--- src/design/twims_pkg.sv ---
// Shared codes and types for the TWI master transaction sequencer.
`default_nettype none
package twims_pkg;

  // request actions
  localparam logic [1:0] ACT_LOAD  = 2'd0;
  localparam logic [1:0] ACT_START = 2'd1;
  localparam logic [1:0] ACT_EVENT = 2'd2;

  // data kinds on the result
  localparam logic [1:0] KIND_NONE = 2'd0;
  localparam logic [1:0] KIND_TX   = 2'd1;
  localparam logic [1:0] KIND_RX   = 2'd2;

  // reply status codes
  localparam logic [1:0] RPL_OK        = 2'd0;
  localparam logic [1:0] RPL_ADDR_NACK = 2'd1;
  localparam logic [1:0] RPL_DATA_NACK = 2'd2;
  localparam logic [1:0] RPL_BAD_STAT  = 2'd3;

  // configuration register indexes
  localparam logic [2:0] CFG_FIRST_ADDR  = 3'd0;
  localparam logic [2:0] CFG_FIRST_CNT   = 3'd1;
  localparam logic [2:0] CFG_SECOND_EN   = 3'd2;
  localparam logic [2:0] CFG_SECOND_ADDR = 3'd3;
  localparam logic [2:0] CFG_SECOND_CNT  = 3'd4;

  // bus engine status codes, after masking
  localparam logic [7:0] ST_MASK         = 8'hf8;
  localparam logic [7:0] ST_START        = 8'h08;
  localparam logic [7:0] ST_RESTART      = 8'h10;
  localparam logic [7:0] ST_MT_SLA_ACK   = 8'h18;
  localparam logic [7:0] ST_MT_SLA_NACK  = 8'h20;
  localparam logic [7:0] ST_MT_DATA_ACK  = 8'h28;
  localparam logic [7:0] ST_MT_DATA_NACK = 8'h30;
  localparam logic [7:0] ST_MR_SLA_ACK   = 8'h40;
  localparam logic [7:0] ST_MR_SLA_NACK  = 8'h48;
  localparam logic [7:0] ST_MR_DATA_ACK  = 8'h50;
  localparam logic [7:0] ST_MR_DATA_NACK = 8'h58;

  // write port of the byte buffer
  typedef struct packed {
    logic       en;
    logic       req;
    logic [3:0] idx;
    logic [7:0] data;
  } wbuf_wr_t;

endpackage
`default_nettype wire

--- src/design/twi_master_transaction_sequencer.sv ---
// Top level of the TWI master transaction sequencer.
//
//  port group | direction | handshake             | carries
//  in_*       | input     | in_valid / in_ready   | action, write byte, bus status, rx byte
//  out_*      | output    | out_valid / out_ready | bus command, data byte, reply
//  cfg_*      | input     | cfg_we                | request addresses and byte counts
//
// Every accepted request yields exactly one result, registered in the cycle after it is taken.
// A new request is taken every cycle while the result register is empty or drained.
// The buffer byte for the current position is prefetched into a register, so the
// whole step is one pass from the request ports to the result register.
// Synchronous reset puts the sequencer idle; buffer contents are undefined.
// A stalled result holds in_ready low until out_ready takes it.
`default_nettype none
module twi_master_transaction_sequencer #(
  parameter int MAX_BYTES = 16
) (
  input  wire        clk,
  input  wire        rst_n,
  input  wire        in_valid,
  output logic       in_ready,
  input  wire [1:0]  in_action,
  input  wire        in_load_request,
  input  wire [3:0]  in_load_index,
  input  wire [7:0]  in_load_byte,
  input  wire [7:0]  in_bus_status,
  input  wire [7:0]  in_rx_byte,
  output logic       out_valid,
  input  wire        out_ready,
  output logic       out_ctrl_valid,
  output logic       out_start_cmd,
  output logic       out_send_stop,
  output logic       out_ack_next,
  output logic       out_bus_enable,
  output logic [1:0] out_data_kind,
  output logic [7:0] out_data_value,
  output logic [3:0] out_data_index,
  output logic       out_reply_valid,
  output logic       out_reply_request,
  output logic [1:0] out_reply_status,
  output logic       out_finished,
  input  wire        cfg_we,
  input  wire [2:0]  cfg_index,
  input  wire [7:0]  cfg_data
);
  import twims_pkg::*;

  localparam int CNT_W = $clog2(MAX_BYTES + 1);
  localparam int IDX_W = (MAX_BYTES > 1) ? $clog2(MAX_BYTES) : 1;

  localparam logic [2:0] PH_IDLE    = 3'd0;
  localparam logic [2:0] PH_START   = 3'd1;
  localparam logic [2:0] PH_MT_ADDR = 3'd2;
  localparam logic [2:0] PH_MT_DATA = 3'd3;
  localparam logic [2:0] PH_MR_ADDR = 3'd4;
  localparam logic [2:0] PH_MR_DATA = 3'd5;

  typedef struct packed {
    logic       ctrl_valid;
    logic       start_cmd;
    logic       send_stop;
    logic       ack_next;
    logic       bus_enable;
    logic [1:0] data_kind;
    logic [7:0] data_value;
    logic [3:0] data_index;
    logic       reply_valid;
    logic       reply_request;
    logic [1:0] reply_status;
    logic       finished;
  } res_t;

  // configuration
  logic [7:0] first_addr_r;
  logic [4:0] first_cnt_r;
  logic       second_en_r;
  logic [7:0] second_addr_r;
  logic [4:0] second_cnt_r;

  // sequencer state
  logic [2:0]       phase_r, phase_nxt;
  logic             act_r, act_nxt;
  logic [CNT_W-1:0] cnt_r, cnt_nxt;

  logic     out_valid_r;
  res_t     res_r, res_nxt;
  logic     in_fire;
  wbuf_wr_t wr;
  logic [7:0] buf_byte;

  logic [4:0]       req_cnt_raw;
  logic [CNT_W-1:0] req_n;
  logic [7:0]       req_addr;
  logic [7:0]       status;
  logic [CNT_W-1:0] cnt_inc;
  logic             do_fail;
  logic [1:0]       fail_code;
  logic             do_done;

  assign in_ready = !out_valid_r || out_ready;
  assign in_fire  = in_valid && in_ready;

  always_ff @(posedge clk) begin
    if (!rst_n) begin
      first_addr_r  <= '0;
      first_cnt_r   <= '0;
      second_en_r   <= 1'b0;
      second_addr_r <= '0;
      second_cnt_r  <= '0;
    end else if (cfg_we) begin
      unique case (cfg_index)
        CFG_FIRST_ADDR:  first_addr_r  <= cfg_data;
        CFG_FIRST_CNT:   first_cnt_r   <= cfg_data[4:0];
        CFG_SECOND_EN:   second_en_r   <= cfg_data[0];
        CFG_SECOND_ADDR: second_addr_r <= cfg_data;
        CFG_SECOND_CNT:  second_cnt_r  <= cfg_data[4:0];
        default: ;
      endcase
    end
  end

  assign wr.en   = in_fire && (in_action == ACT_LOAD);
  assign wr.req  = in_load_request;
  assign wr.idx  = in_load_index;
  assign wr.data = in_load_byte;

  twims_wbuf #(
    .MAX_BYTES(MAX_BYTES)
  ) u_wbuf (
    .clk    (clk),
    .wr     (wr),
    .rd_req (act_nxt),
    .rd_idx (IDX_W'(cnt_nxt)),
    .rd_data(buf_byte)
  );

  assign req_cnt_raw = act_r ? second_cnt_r : first_cnt_r;
  assign req_n       = (32'(req_cnt_raw) > MAX_BYTES) ? CNT_W'(MAX_BYTES) : CNT_W'(req_cnt_raw);
  assign req_addr    = act_r ? second_addr_r : first_addr_r;
  assign status      = in_bus_status & ST_MASK;
  assign cnt_inc     = (32'(cnt_r) < MAX_BYTES) ? cnt_r + CNT_W'(1) : cnt_r;

  always_comb begin
    phase_nxt = phase_r;
    act_nxt   = act_r;
    cnt_nxt   = cnt_r;
    res_nxt   = '0;
    do_fail   = 1'b0;
    fail_code = RPL_OK;
    do_done   = 1'b0;

    if (in_fire) begin
      case (in_action)
        ACT_START: begin
          if (phase_r == PH_IDLE) begin
            act_nxt            = 1'b0;
            cnt_nxt            = '0;
            res_nxt.ctrl_valid = 1'b1;
            res_nxt.start_cmd  = 1'b1;
            res_nxt.bus_enable = 1'b1;
            phase_nxt          = PH_START;
          end
        end
        ACT_EVENT: begin
          unique case (phase_r)
            PH_START: begin
              if (status == ST_START || status == ST_RESTART) begin
                res_nxt.ctrl_valid = 1'b1;
                res_nxt.bus_enable = 1'b1;
                res_nxt.data_kind  = KIND_TX;
                res_nxt.data_value = req_addr;
                cnt_nxt            = '0;
                phase_nxt          = req_addr[0] ? PH_MR_ADDR : PH_MT_ADDR;
              end else begin
                do_fail   = 1'b1;
                fail_code = RPL_BAD_STAT;
              end
            end
            PH_MT_ADDR: begin
              if (status == ST_MT_SLA_ACK) begin
                if (req_n == '0) begin
                  do_fail = 1'b1;
                end else begin
                  res_nxt.ctrl_valid = 1'b1;
                  res_nxt.bus_enable = 1'b1;
                  res_nxt.data_kind  = KIND_TX;
                  res_nxt.data_value = buf_byte;
                  cnt_nxt            = CNT_W'(1);
                  phase_nxt          = PH_MT_DATA;
                end
              end else begin
                do_fail   = 1'b1;
                fail_code = (status == ST_MT_SLA_NACK) ? RPL_ADDR_NACK : RPL_BAD_STAT;
              end
            end
            PH_MT_DATA: begin
              if (status == ST_MT_DATA_ACK) begin
                if (cnt_r >= req_n) begin
                  do_done = 1'b1;
                end else begin
                  res_nxt.ctrl_valid = 1'b1;
                  res_nxt.bus_enable = 1'b1;
                  res_nxt.data_kind  = KIND_TX;
                  res_nxt.data_value = buf_byte;
                  cnt_nxt            = cnt_inc;
                end
              end else begin
                do_fail   = 1'b1;
                fail_code = (status == ST_MT_DATA_NACK) ? RPL_DATA_NACK : RPL_BAD_STAT;
              end
            end
            PH_MR_ADDR: begin
              if (status == ST_MR_SLA_ACK) begin
                if (req_n == '0) begin
                  do_fail = 1'b1;
                end else begin
                  res_nxt.ctrl_valid = 1'b1;
                  res_nxt.bus_enable = 1'b1;
                  res_nxt.ack_next   = req_n > CNT_W'(1);
                  cnt_nxt            = '0;
                  phase_nxt          = PH_MR_DATA;
                end
              end else begin
                do_fail   = 1'b1;
                fail_code = (status == ST_MR_SLA_NACK) ? RPL_ADDR_NACK : RPL_BAD_STAT;
              end
            end
            PH_MR_DATA: begin
              if (status == ST_MR_DATA_ACK || status == ST_MR_DATA_NACK) begin
                res_nxt.data_kind  = KIND_RX;
                res_nxt.data_value = in_rx_byte;
                res_nxt.data_index = 4'(cnt_r);
                cnt_nxt            = cnt_inc;
                if (status == ST_MR_DATA_ACK) begin
                  res_nxt.ctrl_valid = 1'b1;
                  res_nxt.bus_enable = 1'b1;
                  // NACK the byte that completes the count
                  res_nxt.ack_next   = ({1'b0, cnt_inc} + (CNT_W + 1)'(1)) < {1'b0, req_n};
                end else begin
                  do_done = 1'b1;
                end
              end else begin
                do_fail   = 1'b1;
                fail_code = RPL_BAD_STAT;
              end
            end
            default: begin
              // idle: drop the bus engine
              res_nxt.ctrl_valid = 1'b1;
              phase_nxt          = PH_IDLE;
            end
          endcase
        end
        default: ;
      endcase
    end

    if (do_fail) begin
      res_nxt.ctrl_valid    = 1'b1;
      res_nxt.bus_enable    = 1'b1;
      res_nxt.send_stop     = 1'b1;
      res_nxt.reply_valid   = 1'b1;
      res_nxt.reply_request = act_r;
      res_nxt.reply_status  = fail_code;
      res_nxt.finished      = 1'b1;
      phase_nxt             = PH_IDLE;
    end

    if (do_done) begin
      res_nxt.ctrl_valid    = 1'b1;
      res_nxt.bus_enable    = 1'b1;
      res_nxt.ack_next      = 1'b0;
      res_nxt.reply_valid   = 1'b1;
      res_nxt.reply_request = act_r;
      res_nxt.reply_status  = RPL_OK;
      if (!act_r && second_en_r) begin
        // chain to the second request with a repeated start
        act_nxt           = 1'b1;
        cnt_nxt           = '0;
        res_nxt.start_cmd = 1'b1;
        phase_nxt         = PH_START;
      end else begin
        res_nxt.send_stop = 1'b1;
        res_nxt.finished  = 1'b1;
        phase_nxt         = PH_IDLE;
      end
    end
  end

  always_ff @(posedge clk) begin
    if (!rst_n) begin
      phase_r     <= PH_IDLE;
      act_r       <= 1'b0;
      cnt_r       <= '0;
      out_valid_r <= 1'b0;
    end else begin
      phase_r <= phase_nxt;
      act_r   <= act_nxt;
      cnt_r   <= cnt_nxt;
      if (in_fire) begin
        out_valid_r <= 1'b1;
      end else if (out_ready) begin
        out_valid_r <= 1'b0;
      end
    end
  end

  always_ff @(posedge clk) begin
    if (in_fire) begin
      res_r <= res_nxt;
    end
  end

  assign out_valid         = out_valid_r;
  assign out_ctrl_valid    = res_r.ctrl_valid;
  assign out_start_cmd     = res_r.start_cmd;
  assign out_send_stop     = res_r.send_stop;
  assign out_ack_next      = res_r.ack_next;
  assign out_bus_enable    = res_r.bus_enable;
  assign out_data_kind     = res_r.data_kind;
  assign out_data_value    = res_r.data_value;
  assign out_data_index    = res_r.data_index;
  assign out_reply_valid   = res_r.reply_valid;
  assign out_reply_request = res_r.reply_request;
  assign out_reply_status  = res_r.reply_status;
  assign out_finished      = res_r.finished;

endmodule
`default_nettype wire

--- src/design/twims_wbuf.sv ---
// Write byte buffer with a registered prefetch read and same-cycle write forwarding.
`default_nettype none
module twims_wbuf #(
  parameter int MAX_BYTES = 16
) (
  input  wire                     clk,
  input  twims_pkg::wbuf_wr_t     wr,
  input  wire                     rd_req,
  input  wire [((MAX_BYTES > 1) ? $clog2(MAX_BYTES) : 1)-1:0] rd_idx,
  output logic [7:0]              rd_data
);
  import twims_pkg::*;

  localparam int DEPTH = 2 * MAX_BYTES;
  localparam int AW    = (DEPTH > 1) ? $clog2(DEPTH) : 1;

  logic [7:0]    mem [DEPTH];
  logic [7:0]    rd_data_r;
  logic          wr_ok;
  logic          rd_ok;
  logic [AW-1:0] wr_addr;
  logic [AW-1:0] rd_addr;

  assign wr_ok   = wr.en && (32'(wr.idx) < MAX_BYTES);
  assign rd_ok   = 32'(rd_idx) < MAX_BYTES;
  assign wr_addr = wr.req ? AW'(MAX_BYTES) + AW'(wr.idx) : AW'(wr.idx);
  assign rd_addr = rd_req ? AW'(MAX_BYTES) + AW'(rd_idx) : AW'(rd_idx);

  always_ff @(posedge clk) begin
    if (wr_ok) begin
      mem[wr_addr] <= wr.data;
    end
  end

  // keep the byte at the current position ready for the next request
  always_ff @(posedge clk) begin
    if (rd_ok) begin
      rd_data_r <= (wr_ok && (wr_addr == rd_addr)) ? wr.data : mem[rd_addr];
    end
  end

  assign rd_data = rd_data_r;

endmodule
`default_nettype wire
--- config.mk ---
export PLATFORM = sky130hd
export DESIGN_NAME = twi_master_transaction_sequencer
export DESIGN_NICKNAME = d
export VERILOG_FILES = /design/src/design/twims_pkg.sv /design/src/design/twi_master_transaction_sequencer.sv /design/src/design/twims_wbuf.sv
export SDC_FILE = /design/constraint.sdc
export NUM_CORES = 1
export LEC_CHECK = 0
export BUFFER_PORTS_ARGS = -buffer_cell sky130_fd_sc_hd__buf_2
export CAP_MARGIN = 20
export CORE_ASPECT_RATIO = 0.7
export CORE_MARGIN = 1
export CORE_UTILIZATION = 60
export DETAILED_ROUTE_END_ITERATION = 8
export PLACE_DENSITY = 0.78
export SETUP_SLACK_MARGIN = 0.3
export SYNTH_ARGS = -nofsm -noshare
export SYNTH_HDL_FRONTEND = slang
export SYNTH_SLANG_ARGS = --single-unit
--- constraint.sdc ---
create_clock -name clk -period 3.2 [get_ports clk]
set_input_delay 0.64 -clock clk [delete_from_list [all_inputs] [get_ports clk]]
set_output_delay 0.64 -clock clk [all_outputs]
set_load 0.03 [all_outputs]
; After elaboration in Yosys (flattened, before gate mapping)
; Memories as Yosys holds them, arrays and structs flattened. A register that Yosys moved wholly into a read port is not among the register bits.
; Index checks and enable logic that the tools add are counted.
[word_totals]
romBits = 0
latchBits = 0
input_bits = 47
regBits = 61
mem_bits_rw = 256
out_inout_bits = 26
elab_cells = 190
n_memories = 1
[classes]
addsub = 4
n_div = 0
eq_ne = 28
reduce_logical = 26
shifts = 0
mul = 0
n_mux = 103
bitwise_logic = 2
order_cmp = 5
[mem_list]
columns = memory, words, word_bits, read_ports, rd_ports_with_merged_regs, write_ports, line_no
row1 = u_wbuf.mem, 32, 8, 1, 1, 1, twims_wbuf.sv:17  ; logic [7:0] mem [DEPTH];
[ops]
columns = op, count
row1 = two-way mux 5 bit, 18
row2 = two-way mux 11 bit, 5
row3 = two-way mux 1 bit, 41
row4 = one-hot mux 10 bit (4 select lines), 1
row5 = two-way mux 3 bit, 10
row6 = inequality test 5 bit (second input constant), 5
row7 = one-hot mux 5 bit (5 select lines), 1
row8 = two-way mux 2 bit, 12
row9 = == test 5 x 4 -> 1 bit (second input constant), 4
row10 = two-way mux 16 bit, 1
row11 = == test 5 x 3 -> 1 bit (second input constant), 3
row12 = one-hot mux 1 bit (5 select lines), 3
row13 = == test 3 x 2 -> 1 bit (second input constant), 4
row14 = one-hot mux 3 bit (4 select lines), 1
row15 = adder 5 x 4 -> 5 bit (first input constant), 2
row16 = == test 5 x 2 -> 1 bit (second input constant), 2
row17 = one-hot mux 2 bit (5 select lines), 1
row18 = one-hot mux 5 bit (2 select lines), 1
row19 = AND reduction 2 bit, 5
row20 = == test 3 bit (second input constant), 3
row21 = AND reduction 9 bit, 1
row22 = two-way mux 4 bit, 2
row23 = two-way mux 8 bit, 1
row24 = inequality test 4 bit (second input constant), 2
row25 = 26 further kinds, 39

; Longest topological paths before layout
; Gate-level depths: netlist of the first run.
[logic_depth]
ltp_word = 13
mapped_depth = 12
depth_no_buf = 12

; Modules after synthesis
; A second synthesis of the first run with hierarchy kept.
[hier_totals]
cells_unflattened = 861
hier_area_um2 = 13863.3
[modules_own_cells]
columns = mod, instances, cells_per_inst, area_per_inst_um2, seq_area_each_um2
row1 = twims_wbuf, 1, 414, 9993.3, 7787.5
row2 = twi_master_transaction_sequencer, 1, 447, 3870.0, 1431.4

; Worst setup path after synthesis of the first run
; Ideal clock, no wire load.
[synth_path]
kind = reg2reg
startpoint = register act_r
endpoint = register res_r (netlist bit out_reply_request) (data pin)
setup_ns = 0.255
slack_ns = 0.327
n_path_buf = 1
arrival_ns = 2.618
stages_incl_launch_ff = 13
synth_period_minus_slack_ns = 2.873
required_time_ns = 2.945
cell_sequence = dfxtp_1 -> buf_4 -> mux2_2 -> o21ai_0 -> nand2_1 -> ha_1 -> a21o_1 -> a31oi_1 -> o21ai_0 -> a22o_2 -> a31oi_4 -> inv_2 -> and2_1
[synth_lines]
columns = item, line_no
row1 = from (decl), twi_master_transaction_sequencer.sv:82  ; logic act_r, act_nxt;
row2 = from (signal assigned), twi_master_transaction_sequencer.sv:298  ; act_r <= act_nxt;
row3 = to (signal assigned), twi_master_transaction_sequencer.sv:310  ; res_r <= res_nxt;
row4 = to (decl), twi_master_transaction_sequencer.sv:86  ; res_t res_r, res_nxt;

; Final worst setup path of the first run
[layout_path]
startpoint = register act_r
endpoint = register res_r (netlist bit out_bus_enable) (data pin)
[layout_between]
elab_chain_len = 10
elab_cells_between_ends = 25
cone_classes = 2 x order compare / 21 x mux / 2 x reduce/logical
[layout_lines]
columns = item, line_no
row1 = two-way mux 5 bit (*), twi_master_transaction_sequencer.sv:137  ; assign req_cnt_raw = act_r ? second_cnt_r : first_cnt_r;
row2 = greater-than comparator 5 bit, twi_master_transaction_sequencer.sv:138  ; assign req_n = (32'(req_cnt_raw) > MAX_BYTES) ? CNT_W'(MAX_BYTES) : CNT_W'(req_cnt_raw);
row3 = two-way mux 5 bit (*), twi_master_transaction_sequencer.sv:138
row4 = >= comparator 5 bit / zero test 5 bit (equally long branches), "twi_master_transaction_sequencer.sv:198, twi_master_transaction_sequencer.sv:181, twi_master_transaction_sequencer.sv:214"
row5 = "two-way mux 1 bit, on equally long branches", "twi_master_transaction_sequencer.sv:198, twi_master_transaction_sequencer.sv:181, twi_master_transaction_sequencer.sv:214"
row6 = "two-way mux 1 bit, on equally long branches", "twi_master_transaction_sequencer.sv:197, twi_master_transaction_sequencer.sv:180, twi_master_transaction_sequencer.sv:213"
row7 = one-hot mux 1 bit (2 select lines) / one-hot mux 1 bit (5 select lines) (equally long branches), twi_master_transaction_sequencer.sv:165  ; unique case (phase_r)
row8 = two-way mux 1 bit, twi_master_transaction_sequencer.sv:153  ; case (in_action)
row9 = two-way mux 1 bit, twi_master_transaction_sequencer.sv:152  ; if (in_fire) begin
row10 = OR reduction 2 bit (no source line), n/a
; Mark *: on every way between the ends. The rest lies on a longest branch, timed or not.
; A chain may end at the register's enable or synchronous reset.

==> run_results.csv, run 1 <==
group,metric,value,unit
pwr,power_switching_share,20.8,%
worst_setup_path,cp-start-kind,"register",
clocking,ctsHoldBuffers,0,
sta,relSlewSlack,30.2,%
clocking,htree_levels,1,
worst_setup_path,worstPathRequired,3.48,ns
min_path,hold_start,"cfg_data[5]",
synth,synth-seq-cells,321,
floorplan,dieArea,23600,µm²
synth,synth_nets,908,
global_route,overflow,0,
worst_setup_path,r2r_start,"act_r",
pwr,leakagePower,5.26,nW
pwr,pwr-share-clk,42.3,%
final_layout,final_layout_size_suffix_gt1_share,31.4,%
final_layout,fin_util,72.1,%
floorplan,start_util,62.4,%
placed_design,dpl.cell_count,1238,
pwr,p_total,8.52,mW
sta,fin_setup_tns,0,ns
min_path,hold_class,"in2reg",
pwr,internal-power,6.75,mW
final_layout,layout.cells.non_filler,1292,
final_layout,layout_common_cells,"edfxtp_1 (279), mux4_2 (80), buf_2 (69)",
worst_setup_path,crit_type,"reg2reg",
placed_design,preCtsSetupSlack,-0.0763,ns
floorplan,dieHeight,129,µm
pwr,irDropWorstVdd,0.542,mV
worst_setup_path,crit_chain,"buf_6 > or3b_2 > nand2_1 > ha_1 > nand2b_1 > a31oi_4 > o21ai_1 > a22o_2 > a31oi_4 > buf_4 > o21ai_0",
synth,synth_ff_type,"edfxtp_1",
final_layout,syn2layout_area_growth,15.6,%
global_route,grt_max_degree,65,
placed_design,place_area,14800,µm²
final_layout,stdcell_area,15900,µm²
sta,hold_viol,0,
sta,worst_slew_pin_slew,1.05,ns
global_route,grt_pass1_wl,50200,µm
clocking,clk_pin_slew,0.07,ns
floorplan,die_w,183,µm
outcome,outcome,"complete, no violations",
floorplan,core_area,22100,µm²
min_path,worstHoldPathCells,3,
sta,worst_hold_slack,0.347,ns
clocking,cts_root_buf,"clkbuf_16",
synth,ys_warn_count,0,
placed_design,gp_congestion,1.01,
floorplan,ios,73,
job,max_cap_viol_count,0,
synth,ys_seq_area_share,67.0,%
placed_design,numPortBuffers,69,
sta,finalClockSkew,0.00744,ns
final_layout,final_nets,1026,
worst_setup_path,crit_top_cell,"a31oi_4",
worst_setup_path,r2r_cells,11,
sta,fin_ws,0.388,ns
drt,drc,0,
worst_setup_path,crit_fanout,7,
drt,vias_per_cell,6.60,
pwr,power_density,536,nW/µm²
final_layout,mostFrequentLayoutCell,"edfxtp_1",
placed_design,hpwl,21700,µm
sta,setup_violations,0,
final_layout,nFillCells,1350,
synth,async_reset_ff_share,0,%
drt,vias,8524,
synth,synth_edf_count,279,
sta,rsz0062_at_grt,"no",
sta,max_freq,0.356,GHz
worst_setup_path,slowest_stage,"or3b_2",
worst_setup_path,crit_path_end_kind,"register",
worst_setup_path,reg2reg_slack,0.39,ns
sta,post-route-min-period,2.81,ns
pwr,p_comb_share,3.8,%
drt,drt-wirelength-per-cell,26.0,µm
global_route,antenna_found_initial,1,
pwr,seqPwrFrac,53.9,%
synth,yosysUniqueCellTypes,72,
clocking,cts.sinks,321,
clocking,clk-insertion-delay-late,0.54,ns
drt,ant_nets,0,
clocking,cts_tree,"built",
global_route,grt_pass1_vias,8139,
drt,drt-initial-drc-count,1204,
worst_setup_path,crit_path_max_incr_delay,0.46,ns
synth,synthCells,847,
synth,synth.cell_area,13800,µm²
pwr,power_switching,1.77,mW
clocking,ctsLongestPathBuffers,3,
worst_setup_path,timing.critical_path.from,"act_r",
global_route,track_usage,29.5,%
floorplan,rows,45,
worst_setup_path,cp.arrival,3.10,ns
sta,fin_crit_sh,87.9,%
drt,wirelength,33600,µm
drt,firstDrtPassIters,5,
sta,timing.final.max_slew_violations,0,
final_layout,antenna-diode-count,0,
clocking,cts_buffers,29,
synth,avgSynthCellArea,16.3,µm²
[worst paths after layout]
check                      to
min          second_addr_r[5]
max reg2reg    out_bus_enable
max            out_bus_enable
min reg2reg   first_addr_r[4]
[cell families after synthesis]
family | count (synthesis) | share of synthesized area [%]
and+or+nand+nor | 208 | 7.45
xor gates and xnor gates | 8 | 0.509
muxes | 114 | 15.7
AOI/OAI and AO/OA | 122 | 6.06
buffers and inverters | 60 | 2.05
DFF | 321 | 67.0
adders and majority gates | 14 | 1.27
[cells in the mapped netlist, types with 13 or more instances]
| master | n | area, µm² |
|---|---|---|
| a21oi_1 | 36 | 180 |
| clkbuf_1 | 23 | 86.3 |
| dfxtp_1 | 42 | 841 |
| edfxtp_1 | 279 | 8380 |
| ha_1 | 14 | 175 |
| inv_1 | 13 | 48.8 |
| mux2_2 | 13 | 146 |
| mux2i_1 | 21 | 210 |
| mux4_2 | 80 | 1800 |
| nand2_1 | 65 | 244 |
| nor2_1 | 63 | 236 |
| o21ai_0 | 16 | 80.1 |
[state kept, by name, indices dropped and copies added, names as in the netlist, 2 cells and up, named ones only]
register	count
out_data_index	4
first_cnt_r	5
phase_r	3
out_data_kind	2
second_cnt_r	5
first_addr_r	8
out_data_value	8
out_reply_status	2
second_addr_r	8
u_wbuf.mem	256
cnt_r	5
[worst max-delay path: cells and delay by family (launching register included)]
kind,cells,cell delay (ns)
AND/OR/NAND/NOR,3,0.75
flip-flops,1,0.37
buffers and inverters,2,0.30
adder cells (fa/ha/maj),1,0.22
AO/OA/AOI/OAI,5,0.91
[power groups by stage]
| stage | Sequential (mW) | Combinational [mW] | Clock (mW) |
|---|---|---|---|
| 6_report | 4.59 | 0.327 | 3.61 |
| 4_1_cts | 4.59 | 0.314 | 3.65 |
| 3_5_place_dp | 4.68 | 0.310 | 0 |
| 3_3_place_gp | 4.68 | 0.302 | 0 |
| 5_1_grt | 4.59 | 0.346 | 3.79 |
| 2_1_floorplan | 4.71 | 0.123 | 0 |
[routing by layer]
layer  vias up  part of all wire [%]  wire (µm)  track usage (%)
met5         -                     0          0                0
met1      4264                    43      14300             47.8
li1       3614                     -          -                -
met2       582                    42      14100             40.2
met4         0                   2.3        769             7.21
met3        64                    13       4380             7.19
[repair_timing]
action / CTS / global route
setup buffers: 1 / 0
setup endpoints to repair: 29 / 29
gates resized for setup: 7 / 18
gates cloned: 0 / 0
pin swaps: 1 / 4
[area by class of cell]
type                            count  area [µm²]  share of cell area (%)
Clock buffer                       37         796                    5.00
Clock inverter                     16         200                    1.26
Inverter                           14        52.6                   0.330
Multi-Input combinational cell    466        4370                    27.5
Sequential cell                   321        9230                    58.0
Tap cell                          305         382                    2.40
Timing Repair Buffer              133         883                    5.55
Power figures use the tool's default switching activity.
==> inputs of run 2 (changes only) <==
==> constraint.sdc (replaced) <==
create_clock -name clk -period 3.2 [get_ports clk]
set_input_delay 0.48 -clock clk [delete_from_list [all_inputs] [get_ports clk]]
set_output_delay 0.48 -clock clk [all_outputs]
set_load 0.03 [all_outputs]
==> run 2 against run 1 <==
Effect of this change:
- non-clock buffer count up 5
- critical path depth grew 2
- power rose by 0.21%
- clock-buffer cell count increased by 4
- hold slack worse by 0.16 ns
- core utilization barely moved
- fmax shrank 2.1%
- clock skew rose by 0.013 ns
- design area is essentially flat
- first-iteration DRC count is 2.6% higher
- flip-flop and latch count unchanged
- sequential share of layout area is essentially flat
- critical path type unchanged
- critical endpoint is now out_reply_request
- highest routed layer unchanged
==> run_results.csv, run 2 (synthesis results as in run 1) <==
group,metric,value,unit
outcome,outcome,"complete, no violations",
floorplan,dieHeight,129,µm
worst_setup_path,r2r_start,"second_cnt_r[1]",
final_layout,stdcell_area,15900,µm²
pwr,p_total,8.54,mW
global_route,overflow,0,
clocking,ctsHoldBuffers,0,
final_layout,final_layout_size_suffix_gt1_share,31.6,%
global_route,grt_max_degree,65,
floorplan,ios,73,
sta,post-route-min-period,2.87,ns
worst_setup_path,reg2reg_slack,0.33,ns
final_layout,syn2layout_area_growth,15.7,%
worst_setup_path,timing.critical_path.from,"second_cnt_r[1]",
worst_setup_path,crit_fanout,3,
placed_design,hpwl,22100,µm
clocking,ctsLongestPathBuffers,3,
pwr,pwr-share-clk,42.4,%
worst_setup_path,crit_path_end_kind,"register",
placed_design,place_area,14800,µm²
final_layout,mostFrequentLayoutCell,"edfxtp_1",
placed_design,gp_congestion,0.945,
worst_setup_path,r2r-end,"out_reply_request",
sta,max_freq,0.348,GHz
sta,worst_slew_pin_slew,1.07,ns
sta,hold_viol,0,
floorplan,core_area,22100,µm²
drt,firstDrtPassIters,5,
worst_setup_path,cp-start-kind,"register",
global_route,grt_pass1_vias,7870,
placed_design,preCtsSetupSlack,-0.0281,ns
drt,ant_nets,0,
worst_setup_path,crit_type,"reg2reg",
pwr,leakagePower,5.26,nW
min_path,hold_class,"in2reg",
pwr,p_comb_share,3.8,%
floorplan,die_w,183,µm
clocking,clk_pin_slew,0.06,ns
sta,fin_ws,0.328,ns
placed_design,numPortBuffers,69,
sta,fin_crit_sh,89.7,%
sta,rsz0062_at_grt,"no",
clocking,clk-insertion-delay-late,0.55,ns
min_path,worstHoldPathCells,3,
clocking,cts.sinks,321,
sta,timing.final.max_slew_violations,0,
final_layout,antenna-diode-count,0,
pwr,power_switching_share,20.2,%
drt,vias,8506,
final_layout,largest_reg_flops,256,
final_layout,layout_common_cells,"edfxtp_1 (279), mux4_2 (80), buf_2 (69)",
sta,setup_violations,0,
global_route,track_usage,29.2,%
clocking,cts_buffers,29,
drt,drc,0,
drt,vias_per_cell,6.56,
final_layout,final_nets,1031,
sta,relSlewSlack,28.7,%
drt,drt-wirelength-per-cell,25.8,µm
clocking,htree_levels,1,
final_layout,top_register,"u_wbuf.mem",
sta,finalClockSkew,0.0208,ns
drt,wirelength,33500,µm
pwr,seqPwrFrac,53.8,%
floorplan,dieArea,23600,µm²
clocking,cts_root_buf,"clkbuf_16",
worst_setup_path,worstPathRequired,3.49,ns
global_route,antenna_found_initial,0,
pwr,internal-power,6.81,mW
pwr,power_switching,1.73,mW
pwr,power_density,536,nW/µm²
floorplan,start_util,62.4,%
floorplan,rows,45,
min_path,hold_start,"in_valid",
min_path,holdPathEnd,"out_valid",
pwr,irDropWorstVdd,0.568,mV
worst_setup_path,r2r_cells,13,
drt,drt-initial-drc-count,1235,
global_route,grt_pass1_wl,49700,µm
clocking,cts_tree,"built",
job,max_cap_viol_count,0,
worst_setup_path,cp.arrival,3.16,ns
[run 2: cell types whose count changed in the layout (fill, tap and decap cells not counted), moves of 3 or more]
cell,change
clkbuf_1,+5
dfxtp_2,+4
clkinv_2,-4
buf_4,+6
dfxtp_1,-3
[run 2: what timing repair did]
| action | CTS | global route |
|---|---|---|
| hold endpoints to repair | 0 | 0 |
| setup endpoints to repair | 29 | 27 |
| pin swaps | 3 | 12 |
| setup buffers | 3 | 5 |
| resized for setup | 5 | 22 |
[run 2: metal layers]
metal	routed length [µm]	global-route usage (%)
met4	518	5.88
met3	3850	5.92
met1	14900	49.1
met2	14200	39.5
met5	0	0
[run 2: how the worst max path moves through the flow]
stage,depth (start not counted),to,slack [ns]
final,13,out_reply_request,0.33
after global routing,12,phase_r[0],0.23
after CTS,12,out_reply_request,0.31
after detailed placement,12,out_reply_request,-0.03
after global placement,12,out_reply_request,0.07
after floorplan,12,out_reply_request,0.33
[run 2: power by group through the flow]
stage / Clock [mW] / Combinational [mW] / Sequential [mW]
global route: 3.82 / 0.348 / 4.59
global placement: 0 / 0.302 / 4.68
finish: 3.62 / 0.328 / 4.59
detailed placement: 0 / 0.310 / 4.68
CTS: 3.66 / 0.313 / 4.59
floorplan: 0 / 0.123 / 4.71
[run 2: final cells by class]
type / instances / area, µm²
multi-input combinational: 466 / 4350
clock buffer: 41 / 801
fill: 1381 / 6150
sequential: 321 / 9230
tap: 305 / 382
timing repair buffer: 138 / 908
clock inverter: 12 / 199
inverter: 14 / 52.6
[run 2: metrics by stage]
step / utilization, % / hold slack (ns) / setup TNS (ns) / std cells
after floorplan: - / 0.433 / 0 / 847
after global placement: 66.9 / 0.438 / 0 / 1236
after detailed placement: 66.9 / 0.447 / -0.0281 / 1236
after CTS: 71.6 / 0.175 / 0 / 1292
after global routing: 72.1 / 0.199 / 0 / 1297
final: 72.1 / 0.191 / 0 / 1297
[run 2: worst max-delay path, stage by stage (launching register included)]
cell and delay (ns):
dfxtp_2 0.35, nor3_4 0.26, mux2i_2 0.12, o21ai_1 0.21
buf_4 0.15, nand2_1 0.09, ha_2 0.18, a21o_1 0.18
a31oi_4 0.22, o21ai_2 0.10, a22o_2 0.30, a31oi_4 0.23
inv_2 0.08, and2_1 0.17
